$ cat src/hdl/brlo_pkg.sv
// ----------------------------------------------------------------------------
// brlo_pkg: shared types, constants and helpers
// Constants, configuration record, step codes and rounding helpers for the
// resonant curve lowpass with op-amp soft clip.
// ----------------------------------------------------------------------------
package brlo_pkg;

  localparam int SAMPLE_WIDTH_DEF = 24;
  localparam int CFG_INDEX_W      = 4;
  localparam int CFG_DATA_W       = 30;

  // register indexes
  localparam logic [CFG_INDEX_W-1:0] REG_CUTOFF_STEP   = 4'd0;
  localparam logic [CFG_INDEX_W-1:0] REG_ACID_TRIM     = 4'd1;
  localparam logic [CFG_INDEX_W-1:0] REG_OVER_GAIN     = 4'd2;
  localparam logic [CFG_INDEX_W-1:0] REG_UNDER_GAIN    = 4'd3;
  localparam logic [CFG_INDEX_W-1:0] REG_MELTDOWN_MIX  = 4'd4;
  localparam logic [CFG_INDEX_W-1:0] REG_INPUT_TRIM    = 4'd5;
  localparam logic [CFG_INDEX_W-1:0] REG_OUTPUT_TRIM   = 4'd6;
  localparam logic [CFG_INDEX_W-1:0] REG_HIGHPASS_RATE = 4'd7;

  localparam logic [16:0] ONE_Q16   = 17'd65536;
  localparam logic [16:0] MIN_STEP  = 17'd7;
  localparam logic [29:0] ITRIM_MAX = 30'd655360000;

  localparam logic [16:0] RST_CUTOFF_STEP   = 17'd32768;
  localparam logic [16:0] RST_ACID_TRIM     = 17'd65280;
  localparam logic [16:0] RST_OVER_GAIN     = 17'd0;
  localparam logic [16:0] RST_UNDER_GAIN    = 17'd65536;
  localparam logic [16:0] RST_MELTDOWN_MIX  = 17'd0;
  localparam logic [29:0] RST_INPUT_TRIM    = 30'd6554;
  localparam logic [16:0] RST_OUTPUT_TRIM   = 17'd65536;
  localparam logic [15:0] RST_HIGHPASS_RATE = 16'd11576;

  // fixed 15.5 kHz lowpass biquad at 44.1 kHz, Q8.24
  localparam logic signed [33:0] LP_A0  = 34'sd9359901;
  localparam logic signed [33:0] LP_A1  = 34'sd18719802;
  localparam logic signed [33:0] LP_A2  = 34'sd9359901;
  localparam logic signed [33:0] LP_B1  = 34'sd13970094;
  localparam logic signed [33:0] LP_B2  = 34'sd6692294;
  localparam logic signed [33:0] CLIP_K = 34'sd11587;

  typedef struct packed {
    logic [16:0] cutoff_step;
    logic [16:0] acid_trim;
    logic [16:0] over_gain;
    logic [16:0] under_gain;
    logic [16:0] meltdown_mix;
    logic [29:0] input_trim;
    logic [16:0] output_trim;
    logic [15:0] highpass_rate;
  } cfg_t;

  typedef enum logic [5:0] {
    ST_SEG_MUL, ST_SEG_ACC, ST_MELT_A, ST_MELT_B, ST_MELT_PT,
    ST_PX_MUL, ST_PX, ST_PYY_MUL, ST_PXX_MUL, ST_W3_MUL,
    ST_W2_MUL, ST_W1_MUL, ST_W0_MUL, ST_MID3, ST_MID2,
    ST_MID1, ST_MID0, ST_MID, ST_UND, ST_OVR,
    ST_MIX, ST_TRIM, ST_DRIVE, ST_HP_MUL, ST_HP_LO, ST_HP_ACC,
    ST_HP_SUB, ST_BQ1_A0, ST_BQ1_A1, ST_BQ1_A2, ST_BQ1_B1,
    ST_BQ1_B2, ST_BQ1_OUT, ST_CLAMP, ST_SQ_MUL, ST_SQ,
    ST_Q4_MUL, ST_Q4, ST_Q5_MUL, ST_Q5, ST_CLIP_MUL,
    ST_CLIP, ST_BQ2_A0, ST_BQ2_A1, ST_BQ2_A2, ST_BQ2_B1,
    ST_BQ2_B2, ST_BQ2_OUT, ST_OTRIM_MUL, ST_OTRIM, ST_EMIT
  } step_t;

  typedef enum logic [1:0] {
    CS_IDLE = 2'b01,
    CS_RUN  = 2'b10
  } ctrl_state_t;

  typedef struct packed {
    logic  load;
    logic  exec;
    step_t step;
  } dp_cmd_t;

  // round half up, then arithmetic shift right
  function automatic logic signed [63:0] rnd64(input logic signed [63:0] v, input int s);
    if (s == 0) return v;
    return (v + (64'sd1 <<< (s - 1))) >>> s;
  endfunction

  function automatic logic signed [31:0] sat32(input logic signed [63:0] v);
    if (v > 64'sd2147483647) return 32'sh7FFFFFFF;
    if (v < -64'sd2147483648) return 32'sh80000000;
    return v[31:0];
  endfunction

  function automatic logic signed [39:0] sat40(input logic signed [63:0] v);
    if (v > 64'sd549755813887) return 40'sh7FFFFFFFFF;
    if (v < -64'sd549755813888) return 40'sh8000000000;
    return v[39:0];
  endfunction

endpackage

$ cat src/hdl/brlo_ctrl.sv
// ----------------------------------------------------------------------------
// brlo_ctrl: sequencer
// Accepts one item, walks the datapath through its steps, owns output valid.
// ----------------------------------------------------------------------------
module brlo_ctrl import brlo_pkg::*; (
  input  logic    clk,
  input  logic    rst_n,
  input  logic    in_valid,
  output logic    in_ready,
  output logic    out_valid,
  input  logic    out_ready,
  output dp_cmd_t cmd
);

  ctrl_state_t state_r, state_nxt;
  step_t       step_r, step_nxt;
  logic        out_valid_r, out_valid_nxt;
  logic        slot_free;

  assign in_ready  = (state_r == CS_IDLE);
  assign out_valid = out_valid_r;
  assign slot_free = !out_valid_r || out_ready;

  assign cmd.load = in_ready && in_valid;
  assign cmd.step = step_r;
  // hold the final step until the output register can take the result
  assign cmd.exec = (state_r == CS_RUN) && ((step_r != ST_EMIT) || slot_free);

  always_comb begin
    state_nxt     = state_r;
    step_nxt      = step_r;
    out_valid_nxt = out_valid_r;
    if (out_valid_r && out_ready) out_valid_nxt = 1'b0;
    unique case (state_r)
      CS_IDLE: begin
        if (cmd.load) begin
          state_nxt = CS_RUN;
          step_nxt  = ST_SEG_MUL;
        end
      end
      CS_RUN: begin
        if (cmd.exec) begin
          if (step_r == ST_EMIT) begin
            state_nxt     = CS_IDLE;
            out_valid_nxt = 1'b1;
          end else begin
            step_nxt = step_t'(step_r + 6'd1);
          end
        end
      end
      default: state_nxt = CS_IDLE;
    endcase
  end

  always_ff @(posedge clk) begin
    if (!rst_n) begin
      state_r     <= CS_IDLE;
      step_r      <= ST_SEG_MUL;
      out_valid_r <= 1'b0;
    end else begin
      state_r     <= state_nxt;
      step_r      <= step_nxt;
      out_valid_r <= out_valid_nxt;
    end
  end

endmodule

$ cat config.mk
export PLATFORM = sky130hd
export DESIGN_NAME = brlo_ctrl
export DESIGN_NICKNAME = d
export VERILOG_FILES = /design/src/hdl/brlo_pkg.sv /design/src/hdl/brlo_ctrl.sv
export SDC_FILE = /design/constraint.sdc
export NUM_CORES = 1
export LEC_CHECK = 0
export BUFFER_PORTS_ARGS = -buffer_cell sky130_fd_sc_hd__buf_4
export CELL_PAD_IN_SITES_DETAIL_PLACEMENT = 1
export CELL_PAD_IN_SITES_GLOBAL_PLACEMENT = 1
export CORE_MARGIN = 5
export CORE_UTILIZATION = 32
export DETAILED_ROUTE_END_ITERATION = 6
export PLACE_DENSITY_LB_ADDON = 0.1
export SETUP_SLACK_MARGIN = 0.4
export SYNTH_ARGS = -nofsm -noshare
export SYNTH_HDL_FRONTEND = slang
export SYNTH_SLANG_ARGS = --single-unit
$ cat constraint.sdc
create_clock -name clk -period 1.3 [get_ports clk]
set_clock_uncertainty 0.05 [all_clocks]
set_input_delay 0.195 -clock clk [delete_from_list [all_inputs] [get_ports clk]]
set_output_delay 0.195 -clock clk [all_outputs]
set_load 0.02 [all_outputs]
### Word level (Yosys, flattened, before mapping)

Index checks and enable logic that the tools add are counted.

* logic and storage cells: 33
* flip-flop bits (word level): 9
* output and inout bits: 10

* $add $sub $neg: 1
* equal/unequal tests: 8
* reductions and logical operators: 9
* muxes and demuxes: 12

Operators with widths (count)
* $mux 6: 3
* $pmux 6 s2: 1
* $add 6x1->6 const B: 1
* $eq 6x6->1 const B: 1
* $mux 2: 3
* $ne 6x6->1 const B: 1
* $mux 1: 4
* $ne 2x1->1 const B: 2
* $ne 2x2->1 const B: 2
* $pmux 2 s2: 1
* $reduce_and 4->1: 1
* $logic_and 1x1->1: 3
* $reduce_and 3->1: 1
* $eq 2x1->1 const B: 1
* $eq 2x2->1 const B: 1
* $logic_or 1x1->1: 2
* $reduce_bool 2->1: 1
* $logic_not 1->1: 1

### Depth between registers and ports, before layout

* depth in word-level cells: 6
* depth in mapped cells: 5

### Worst setup path after synthesis

Ideal clock, no wire load.

* kind: flip-flop to output port
* start: register step_r[0]
* end: output port cmd[6] in the netlist's numbering
* slack: -0.364 ns
* arrival: 1.419 ns
* stages on the path, launching flop included: 5
* path through: dfxtp_1 -> inv_1 -> ha_1 -> and3b_1 -> a31oi_1

RTL lines
* from (decl): line brlo_ctrl.sv:16 `step_t step_r, step_nxt;`
* from (signal assigned): line brlo_ctrl.sv:62 `step_r <= step_nxt;`
* to (decl): line brlo_ctrl.sv:12 `output dp_cmd_t cmd`

==> results.py <==
metrics = {
    "status": {
        "status": "finished, violations left",
        "violations": "negative setup slack",
    },
    "finish": {
        "n_antenna_cell": 0,
        "nets": 110,
        "layout-drive-gt1-share_pct": 68.93,
        "syn_to_final_growth_pct": 101.4,
        "stdcell_count": 119,
    },
    "critical_path": {
        "required_ns": 1.05,
        "critical-path-max-stage-delay_ns": 0.36,
        "cp-end-kind": "primary output",
        "path_buf_inv": 2,
        "arrival_ns": 1.37,
        "path_cells": "inv_4, ha_4, and3b_2, a31oi_4, buf_6",
        "cpMaxStageDelayCell": "dfxtp_4",
        "crit_type": "reg -> out",
        "start_kind": "register",
        "crit_family": "flip-flops",
        "critical_path.max_fanout": 2,
    },
    "placement": {
        "numPortBuffers": 13,
        "gp_congestion": 0.7594,
        "dp_hpwl_um": 1290,
        "dp_cells": 100,
    },
    "routing": {
        "drt-pass1-iter-count": 4,
        "wire_per_inst_um": 22.97,
        "final_antenna_net_count": 0,
        "viasPerCell": 5.731,
        "drc": 0,
        "vias": 682,
        "drtIter0Drc": 10,
        "wirelength_um": 2733,
    },
    "synth": {
        "yosysSeqAreaShare_pct": 33.64,
        "syn_nets": 67,
        "synth_common_cells": "9 x dfxtp_1, 6 x nand2_1, 4 x nand3_1",
        "synthArstFlopShare_pct": 0,
        "syn_inst": 61,
        "synth_top_cell_by_area": "dfxtp_1",
        "avgSynthCellArea_um2": 8.779,
        "synth_flop_cell": "dfxtp_1",
        "synth-edff-count": 0,
        "yosys_warnings": 0,
        "synth.most_common_cell": "dfxtp_1",
        "synth_seq_cells": 9,
        "synth_top_area_share_pct": 33.64,
        "yosysUniqueCellTypes": 34,
        "syn_area_um2": 535.5,
        "yosys-top-cells-area": "dfxtp_1 34%, ha_1 4.7%, nand2_1 4.2%",
    },
    "timing": {
        "worst_pin_slew_ns": 0.3904,
        "period_share_pct": 123.9,
        "finalCriticalPeriod_ns": 1.610,
        "slew_headroom_pct": 73.97,
        "hold_viol_final": 0,
        "rsz0062_at_grt": "yes",
        "setup_violations": 11,
        "fin_ws_ns": -0.3105,
        "slew_viol_final": 0,
        "clock.fmax_ghz": 0.6209,
    },
    "cts": {
        "path_clk_slew_ns": 0.06,
        "cts_buffer_depth": 2,
        "clock_tree.root_cell": "clkbuf_4",
        "htree_levels": 1,
        "cts_tree": "done",
        "cts_sinks": 9,
        "cts_buffers": 3,
        "clk_latency_ns": 0.25,
    },
    "floorplan": {
        "pin_count": 14,
        "dieArea_mm2": 0.002592,
        "start_util_pct": 34.74,
        "die_y_um": 50.91,
        "die-width_um": 50.91,
        "fp.coreArea_mm2": 0.001541,
        "core.rowCount": 14,
    },
    "global_routing": {
        "grt_antenna_before_repair": 0,
        "overflow": 0,
        "grt_max_degree": 13,
        "track_usage_pct": 18.28,
        "grt_pass1_vias": 709,
        "grt_first_pass_wirelength_um": 3525,
    },
    "pwr": {
        "totalPowerFinal_w": 0.0006355,
        "p_leak_nw": 0.4785,
        "irDropWorstVdd_mv": 0.6343,
        "power_density_mw_per_mm2": 589.2,
    },
    "worst_hold_path": {
        "hp-class": "in -> reg",
    },
    "run": {
        "cap_viol_max_count": 0,
    },
}
[cells in the final DEF (no fill, tap or decap), types with 2 or more instances in the layout]
master    count
dfxtp_2       3
nand2_1       5
o211ai_1      2
and2b_2       2
nand3b_1      3
clkbuf_4      3
nand2b_1      2
nand3_1       3
o21ai_0       2
buf_4        20
dfxtp_4       6
buf_6        20
[cell type report]
class                           count  area (um2)
Fill cell                         160       462.9
Multi-Input combinational cell     47       436.7
Timing Repair Buffer               40       375.4
Sequential cell                     9       206.4
Clock buffer                        4       26.28
Tap cell                           16       20.02
Inverter                            3       13.76
[worst paths after layout]
kind	to	slack, ns	from	cells past startpoint
hold / removal	state_r[0]	0.29	rst_n	3
setup reg to reg	step_r[3]	-0.30	step_r[0]	7
hold reg to reg	step_r[5]	0.55	step_r[5]	2
setup / recovery	cmd[6]	-0.31	step_r[0]	5
[routing by layer]
metal  global-route usage [%]  vias to the layer above  part of all wire (%)  wire length (um)
met3                    1.744                       11                   2.5                68
met5                        0                        -                     0                 0
li1                         -                      317                     -                 -
met2                    30.58                       19                    52              1412
met4                    6.809                        0                   3.6                99
met1                    24.12                      335                    42              1152
[flip-flops by register name, indices dropped and copies added (netlist names)]
register	flops
step_r	6
state_r	2
out_valid	1
[where the power goes]
| group | switching [W] | total (W) | internal (W) |
|---|---|---|---|
| clock network | 0.0000927 | 0.000211 | 0.000118 |
| registers | 0.00000981 | 0.000282 | 0.000272 |
| logic | 0.0000672 | 0.000143 | 0.0000753 |
| total | 0.000170 | 0.000636 | 0.000466 |
[cells by family after synthesis]
| group | count (synthesis) | synth area share (%) |
|---|---|---|
| buffers and inverters | 5 | 4.906 |
| multiplexers | 1 | 1.869 |
| AO/OA/AOI/OAI | 17 | 23.60 |
| flip-flops | 9 | 33.64 |
| AND/OR/NAND/NOR | 26 | 29.68 |
| XOR/XNOR | 1 | 1.636 |
| adder cells (fa/ha/maj) | 2 | 4.672 |
[what timing repair did]
action,CTS,global route
buffers inserted,8,7
gates resized for setup,34,11
hold buffers,0,0
setup endpoints to repair,19,19
pin swaps,7,3
endpoints found under the hold margin,0,0
[metrics by stage]
step	hold slack [ns]	cell area [um2]	util [%]	setup WS (ns)	setup TNS, ns
3_3_place_gp	0.4351	758.2	49.19	-0.05352	-0.1705
5_1_grt	0.2888	1079	69.97	-0.3621	-2.987
2_1_floorplan	0.2835	565.5	-	-0.02923	-0.1120
4_1_cts	0.2697	982.2	63.72	-0.2914	-0.9178
3_5_place_dp	0.4597	758.2	49.19	-0.09301	-0.4455
6_report	0.2897	1079	69.97	-0.3105	-2.460
[worst min-delay path, delay by kind of cell]
family	cells	cell delay, ns
AO/OA/AOI/OAI	1	0.07
buffers and inverters	2	0.30
Note: power is estimated with default switching activity, not from simulation.
