**src/hdl/brlo_pkg.sv**
```systemverilog
// ----------------------------------------------------------------------------
// brlo_pkg: shared types, constants and helpers
// Constants, configuration record, step codes and rounding helpers for the
// resonant curve lowpass with op-amp soft clip.
// ----------------------------------------------------------------------------
package brlo_pkg;

  localparam int SAMPLE_WIDTH_DEF = 24;
  localparam int CFG_INDEX_W      = 4;
  localparam int CFG_DATA_W       = 30;

  // register indexes
  localparam logic [CFG_INDEX_W-1:0] REG_CUTOFF_STEP   = 4'd0;
  localparam logic [CFG_INDEX_W-1:0] REG_ACID_TRIM     = 4'd1;
  localparam logic [CFG_INDEX_W-1:0] REG_OVER_GAIN     = 4'd2;
  localparam logic [CFG_INDEX_W-1:0] REG_UNDER_GAIN    = 4'd3;
  localparam logic [CFG_INDEX_W-1:0] REG_MELTDOWN_MIX  = 4'd4;
  localparam logic [CFG_INDEX_W-1:0] REG_INPUT_TRIM    = 4'd5;
  localparam logic [CFG_INDEX_W-1:0] REG_OUTPUT_TRIM   = 4'd6;
  localparam logic [CFG_INDEX_W-1:0] REG_HIGHPASS_RATE = 4'd7;

  localparam logic [16:0] ONE_Q16   = 17'd65536;
  localparam logic [16:0] MIN_STEP  = 17'd7;
  localparam logic [29:0] ITRIM_MAX = 30'd655360000;

  localparam logic [16:0] RST_CUTOFF_STEP   = 17'd32768;
  localparam logic [16:0] RST_ACID_TRIM     = 17'd65280;
  localparam logic [16:0] RST_OVER_GAIN     = 17'd0;
  localparam logic [16:0] RST_UNDER_GAIN    = 17'd65536;
  localparam logic [16:0] RST_MELTDOWN_MIX  = 17'd0;
  localparam logic [29:0] RST_INPUT_TRIM    = 30'd6554;
  localparam logic [16:0] RST_OUTPUT_TRIM   = 17'd65536;
  localparam logic [15:0] RST_HIGHPASS_RATE = 16'd11576;

  // fixed 15.5 kHz lowpass biquad at 44.1 kHz, Q8.24
  localparam logic signed [33:0] LP_A0  = 34'sd9359901;
  localparam logic signed [33:0] LP_A1  = 34'sd18719802;
  localparam logic signed [33:0] LP_A2  = 34'sd9359901;
  localparam logic signed [33:0] LP_B1  = 34'sd13970094;
  localparam logic signed [33:0] LP_B2  = 34'sd6692294;
  localparam logic signed [33:0] CLIP_K = 34'sd11587;

  typedef struct packed {
    logic [16:0] cutoff_step;
    logic [16:0] acid_trim;
    logic [16:0] over_gain;
    logic [16:0] under_gain;
    logic [16:0] meltdown_mix;
    logic [29:0] input_trim;
    logic [16:0] output_trim;
    logic [15:0] highpass_rate;
  } cfg_t;

  typedef enum logic [5:0] {
    ST_SEG_MUL, ST_SEG_ACC, ST_MELT_A, ST_MELT_B, ST_MELT_PT,
    ST_PX_MUL, ST_PX, ST_PYY_MUL, ST_PXX_MUL, ST_W3_MUL,
    ST_W2_MUL, ST_W1_MUL, ST_W0_MUL, ST_MID3, ST_MID2,
    ST_MID1, ST_MID0, ST_MID, ST_UND, ST_OVR,
    ST_MIX, ST_TRIM, ST_DRIVE, ST_HP_MUL, ST_HP_LO, ST_HP_ACC,
    ST_HP_SUB, ST_BQ1_A0, ST_BQ1_A1, ST_BQ1_A2, ST_BQ1_B1,
    ST_BQ1_B2, ST_BQ1_OUT, ST_CLAMP, ST_SQ_MUL, ST_SQ,
    ST_Q4_MUL, ST_Q4, ST_Q5_MUL, ST_Q5, ST_CLIP_MUL,
    ST_CLIP, ST_BQ2_A0, ST_BQ2_A1, ST_BQ2_A2, ST_BQ2_B1,
    ST_BQ2_B2, ST_BQ2_OUT, ST_OTRIM_MUL, ST_OTRIM, ST_EMIT
  } step_t;

  typedef enum logic [1:0] {
    CS_IDLE = 2'b01,
    CS_RUN  = 2'b10
  } ctrl_state_t;

  typedef struct packed {
    logic  load;
    logic  exec;
    step_t step;
  } dp_cmd_t;

  // round half up, then arithmetic shift right
  function automatic logic signed [63:0] rnd64(input logic signed [63:0] v, input int s);
    if (s == 0) return v;
    return (v + (64'sd1 <<< (s - 1))) >>> s;
  endfunction

  function automatic logic signed [31:0] sat32(input logic signed [63:0] v);
    if (v > 64'sd2147483647) return 32'sh7FFFFFFF;
    if (v < -64'sd2147483648) return 32'sh80000000;
    return v[31:0];
  endfunction

  function automatic logic signed [39:0] sat40(input logic signed [63:0] v);
    if (v > 64'sd549755813887) return 40'sh7FFFFFFFFF;
    if (v < -64'sd549755813888) return 40'sh8000000000;
    return v[39:0];
  endfunction

endpackage

```
**src/hdl/brlo_cfg.sv**
```systemverilog
// ----------------------------------------------------------------------------
// brlo_cfg: configuration register file
// Holds the eight registers and presents them clamped to their legal ranges.
// ----------------------------------------------------------------------------
module brlo_cfg import brlo_pkg::*; (
  input  logic                   clk,
  input  logic                   rst_n,
  input  logic                   wr_valid,
  input  logic [CFG_INDEX_W-1:0] wr_index,
  input  logic [CFG_DATA_W-1:0]  wr_data,
  output logic                   wr_ready,
  output cfg_t                   cfg
);

  cfg_t raw_r;

  assign wr_ready = 1'b1;

  always_ff @(posedge clk) begin
    if (!rst_n) begin
      raw_r.cutoff_step   <= RST_CUTOFF_STEP;
      raw_r.acid_trim     <= RST_ACID_TRIM;
      raw_r.over_gain     <= RST_OVER_GAIN;
      raw_r.under_gain    <= RST_UNDER_GAIN;
      raw_r.meltdown_mix  <= RST_MELTDOWN_MIX;
      raw_r.input_trim    <= RST_INPUT_TRIM;
      raw_r.output_trim   <= RST_OUTPUT_TRIM;
      raw_r.highpass_rate <= RST_HIGHPASS_RATE;
    end else if (wr_valid) begin
      unique case (wr_index)
        REG_CUTOFF_STEP:   raw_r.cutoff_step   <= wr_data[16:0];
        REG_ACID_TRIM:     raw_r.acid_trim     <= wr_data[16:0];
        REG_OVER_GAIN:     raw_r.over_gain     <= wr_data[16:0];
        REG_UNDER_GAIN:    raw_r.under_gain    <= wr_data[16:0];
        REG_MELTDOWN_MIX:  raw_r.meltdown_mix  <= wr_data[16:0];
        REG_INPUT_TRIM:    raw_r.input_trim    <= wr_data;
        REG_OUTPUT_TRIM:   raw_r.output_trim   <= wr_data[16:0];
        REG_HIGHPASS_RATE: raw_r.highpass_rate <= wr_data[15:0];
        default: ;
      endcase
    end
  end

  // clamp to legal ranges
  always_comb begin
    cfg = raw_r;
    if (raw_r.cutoff_step < MIN_STEP) cfg.cutoff_step = MIN_STEP;
    if (raw_r.cutoff_step > ONE_Q16)  cfg.cutoff_step = ONE_Q16;
    if (raw_r.acid_trim > ONE_Q16)    cfg.acid_trim = ONE_Q16;
    if (raw_r.over_gain > ONE_Q16)    cfg.over_gain = ONE_Q16;
    if (raw_r.under_gain > ONE_Q16)   cfg.under_gain = ONE_Q16;
    if (raw_r.meltdown_mix > ONE_Q16) cfg.meltdown_mix = ONE_Q16;
    if (raw_r.input_trim > ITRIM_MAX) cfg.input_trim = ITRIM_MAX;
    if (raw_r.output_trim > ONE_Q16)  cfg.output_trim = ONE_Q16;
  end

endmodule

```
**config.mk**
```make
export PLATFORM = sky130hd
export DESIGN_NAME = brlo_cfg
export DESIGN_NICKNAME = d
export VERILOG_FILES = /design/src/hdl/brlo_pkg.sv /design/src/hdl/brlo_cfg.sv
export SDC_FILE = /design/constraint.sdc
export NUM_CORES = 1
export LEC_CHECK = 0
export ABC_AREA = 1
export BUFFER_PORTS_ARGS = -buffer_cell sky130_fd_sc_hd__buf_4
export CORE_UTILIZATION = 53
export CTS_BUF_LIST = sky130_fd_sc_hd__clkbuf_16
export DETAILED_ROUTE_END_ITERATION = 12
export PLACE_DENSITY = 0.81
export SLEW_MARGIN = 25
export SYNTH_ARGS = -nofsm -noshare
export SYNTH_HDL_FRONTEND = slang
export SYNTH_SLANG_ARGS = --single-unit
```
**constraint.sdc**
```tcl
create_clock -name clk -period 1.2 [get_ports clk]
set_input_delay 0 -clock clk [delete_from_list [all_inputs] [get_ports clk]]
set_output_delay 0 -clock clk [all_outputs]
set_load 0.005 [all_outputs]
```
# After elaboration in Yosys (flattened, before gate mapping)
# Index checks and enable logic that the tools add are counted.
dict set report word_totals {
  ff_bits 148
  inputBits 37
  out_inout_bits 149
  elab_cells 40
}
dict set report op_classes {
  n_lt_le_gt_ge 8
  eq_ne 7
  mux 8
  reduce_logical 9
}
# cell n
set op_table {}
lappend op_table {{$mux 17} 7}
lappend op_table {{$gt 17x17->1 const B} 6}
lappend op_table {{$gt 30x30->1 const B} 1}
lappend op_table {{$mux 30} 1}
lappend op_table {{$lt 17x3->1 const B} 1}
lappend op_table {{$eq 4x3->1 const B} 4}
lappend op_table {{$reduce_and 2->1} 8}
lappend op_table {{$eq 4x2->1 const B} 2}
lappend op_table {{$eq 4x1->1 const B} 1}
lappend op_table {{$logic_not 4->1} 1}

# Depth between registers and ports, before layout
dict set report depth {
  depth_word 3
  mapped_depth 8
  ltp_nobuf 8
}

# Worst setup path before layout
# No wires, ideal clock.
dict set report synth_path {
  path_kind {register to output}
  startpoint {register raw_r[54] (netlist bit)}
  endpoint {output cfg[38] (netlist bit)}
  t_arrival_ps 1110
  t_required_ps 1200
  path_slack_ps 90
  path_stages_with_launch 9
  n_path_buf 1
  path_cell_list {dfxtp_1 inv_1 nand2_1 nor2_1 nand2_1 nor2_1 nand2_1 buf_2 a21oi_1}
}
# element line
set synth_lines {}
lappend synth_lines {{start, declared} brlo_cfg.sv:15} ;# cfg_t raw_r;
lappend synth_lines {{end, declared} brlo_cfg.sv:12} ;# output cfg_t cfg

==> results.md <==
- Number of instances in the placed design: 1349
- Fraction of layout cells with a size suffix above 1: 49.8%
- Port Buffers: 184
- Worst skew pair latency: 0.42 ns
- Worst stage delay on the critical path: 0.30 ns
- Layout fillers: 458
- Final setup viols: 127
- Status: finished with violations
- Drt first pass iters: 8
- Antenna viol nets, final: 0
- Fin crit period: 1.92 ns
- CP Max Fanout: 6
- Syn avg cell area: 7.09 sq um
- CP Capture Type: primary output
- Gate Count Post-Synth: 953
- Synthesized flop and latch total: 148
- XOR/XNOR share of the synthesized area: 0%
- CP Launch Type: register
- M1 WL: 10.6 mm
- Crit path max-delay family: simple AND/OR/NAND/NOR gates
- F_max: 520 MHz
- Die W: 115 um
- Clock root buffer: clkbuf_16
- Hpwl dp: 14.2 mm
- Setup slack after layout: -0.722 ns
- Routed vias/inst: 6.26
- Gr usage total: 40.0%
- Seq/Total Area, Yosys: 43.9%
- Initial antenna violation count: 0
- I/O pin count: 186
- CTS clock-pin slew for the worst setup and hold paths: 0.07 ns
- Adder-cell share of the synthesized area: 0%
- Worst path slowest cell: dfxtp_1
- Placer Congestion: 0.877
- Row cnt: 40
- Compound-Gate Fraction of Synth Area: 24.8%
- Synth unique cells: 21
- H-Tree Depth: 4
- Routed wire length per instance: 23.1 um
- PwrDens: 1160 nW/um^2
- Failing checks: negative setup slack
- Area of the core: 12200 sq um
- Worst vdd ir: 749 uV
- Pre-CTS worst setup slack: -0.173 ns
- Metal3 WL: 4.29 mm
- Starting DRC count in detailed routing: 1224
- Residual DRC count: 0
- Simple-gate area share of the yosys netlist: 22.1%
- Met2 WL post-DR: 15.1 mm
- Total CTS buffers: 17
- Relative slew slack: 50.5%
- Synth warnings: 0
- Post-synthesis mux area share: 0%
- Clock Path Buffers: 2
- Final wirelength: 33.4 mm
- Fin crit share: 160%
- Fin. max-slew vios: 0
- Critical-path cell list: inv_1 > nand2_1 > nor2_2 > nand2_2 > nor2_4 > nand2_4 > clkbuf_16 > a21oi_2 > buf_4
- DR top layer: met4
- WP data arrival: 1.92 ns
- Synthesized Nets: 990
- Num Clock Sinks: 148
- Setup Skew: 0 ns
- Ant. Diodes: 0
- Final net count: 1304
- Max Cap Viol: 0
- CTS tree: yes
- HP Class: input port to register
- Die area: 13200 sq um
- Final hold violations: 0
- Post-Layout Cell Count: 1446
- Largest net degree at the start of global routing: 45
- Critical path depth: 9
- First-pass GRT wire length: 40.3 mm
- Initial Util: 55.3%
- Vias in the first global route: 7910
- Synthesized cell area: 6750 sq um
- Leakage: 5.07 nW
- GRT overflow: 0
- Worst-margin pin slew: 0.742 ns
- Crit path kind: register to primary output
- Critical Path RT: 1.20 ns
- DIE HEIGHT: 115 um
- Worst Reg-to-Reg Cells: 7
- Area Overhead vs Synth: 66.5%
- Power Total: 13.1 mW
- Largest family of logic cells by synthesized area: compound AO/OA/AOI/OAI gates
- RSZ-0062 raised after global routing: true
- Worst hold stages: 4
- WP buf/inv: 3
- Via count: 9048
- Register-to-register path setup slack: -0.04 ns
-- cells in the final DEF, fill, tap and decap left out --
cell type,count
a21oi_2,25
nand3_1,24
nand2_4,8
buf_16,1
nor2_4,14
o21ai_0,130
clkinv_1,2
buf_4,294
a21boi_1,2
bufinv_16,6
nand3_2,1
nor2_2,34
nor2_1,194
nor3_4,1
clkbuf_16,20
clkinv_2,1
dlygate4sd3_1,34
a21oi_1,44
a21oi_4,13
dfxtp_1,107
dfxtp_4,4
nand4_1,4
buf_12,5
a21boi_2,79
buf_6,33
conb_1,1
clkinv_4,1
clkinvlp_4,1
dfxtp_2,37
inv_1,34
o21ai_1,1
nand2_8,1
nand2_1,65
nand2_2,28
inv_2,29
-- routing by layer --
layer,track usage (%),up-vias
met5,0,-
met4,27.9,0
met3,10.2,361
met2,67.2,914
met1,44.7,4061
li1,-,3712
-- synthesized netlist by cell type --
cell      number  area [sq um]
nor2_1       239           897
dfxtp_1      148          2960
o21ai_0      131           656
nand2_1       97           364
a21oi_1       82           410
a21boi_0      81           608
inv_1         54           203
clkbuf_1      43           161
nand3_1       24           120
buf_4         19           143
buf_2         11          55.1
inv_2          7          26.3
nand4_1        4          25.0
buf_6          3          33.8
nand2_4        3          33.8
nor2_4         2          22.5
conb_1         1          3.75
nand2_2        1          6.26
nand3_2        1          10.0
nor2_2         1          6.26
nor3_1         1          5.00
-- through the flow --
step	hold slack, ns	area (sq um)	setup TNS, ns	utilization [%]
floorplan	0.113	6750	0	-
global placement	0.260	8900	-0.952	72.9
detailed placement	0.265	8900	-3.75	72.9
CTS	0.0287	10700	-46.55	87.4
global route	0.0894	11200	-65.18	92.0
finish	0.0821	11200	-59.67	92.0
-- area by class of cell --
class / count / area [sq um] / area share [%]
multi-input cells: 669 / 4010 / 35.7
repair buffers: 370 / 3120 / 27.8
flip-flops and latches: 148 / 3020 / 26.9
clock buffers: 17 / 425 / 3.78
inverters: 61 / 229 / 2.04
clock inverters: 13 / 216 / 1.93
well taps: 168 / 210 / 1.87
-- where the power goes --
group          internal (mW)  leakage, nW  switching (mW)
Clock                   3.85        0.316            2.17
Sequential              5.02         1.22           0.101
Combinational          0.809         3.54            1.11
Total                   9.68         5.07            3.38
-- path summary, 6_finish.rpt --
path,start,endpoint
setup / recovery,raw_r[56]$_SDFFE_PN0P_,cfg[38]
hold / removal,wr_valid,raw_r[119]$_SDFFE_PN0P_
setup reg to reg,raw_r[38]$_SDFFE_PN0P_,raw_r[38]$_SDFFE_PN0P_
hold reg to reg,cfg[4]$_SDFFE_PN1P_,cfg[4]$_SDFFE_PN1P_
-- logic make-up after synthesis --
family / count (synthesis)
other: 1
DFF: 148
AOI/OAI and AO/OA: 294
buffers and inverters: 137
and+or+nand+nor: 373
-- repair_timing --
item                                    in CTS  in global routing
setup buffers                               11                 12
gates resized for setup                    278                142
hold buffers                                34                  0
pin swaps                                   32                 66
cloned                                       7                  3
endpoints found under the setup margin     128                132
endpoints found under the hold margin      105                  0
-- sequential cells by signal (all words and copies together), names as in the netlist --
| register | count |
|---|---|
| raw_r | 132 |
| cfg | 16 |
-- worst register-to-register path: cells and delay by family, from the launching register on --
family          cells  cell delay [ns]
buf+inv             6             0.70
flops               1             0.33
compound gates      1             0.13
No activity file was read; power rests on OpenSTA's default activity.
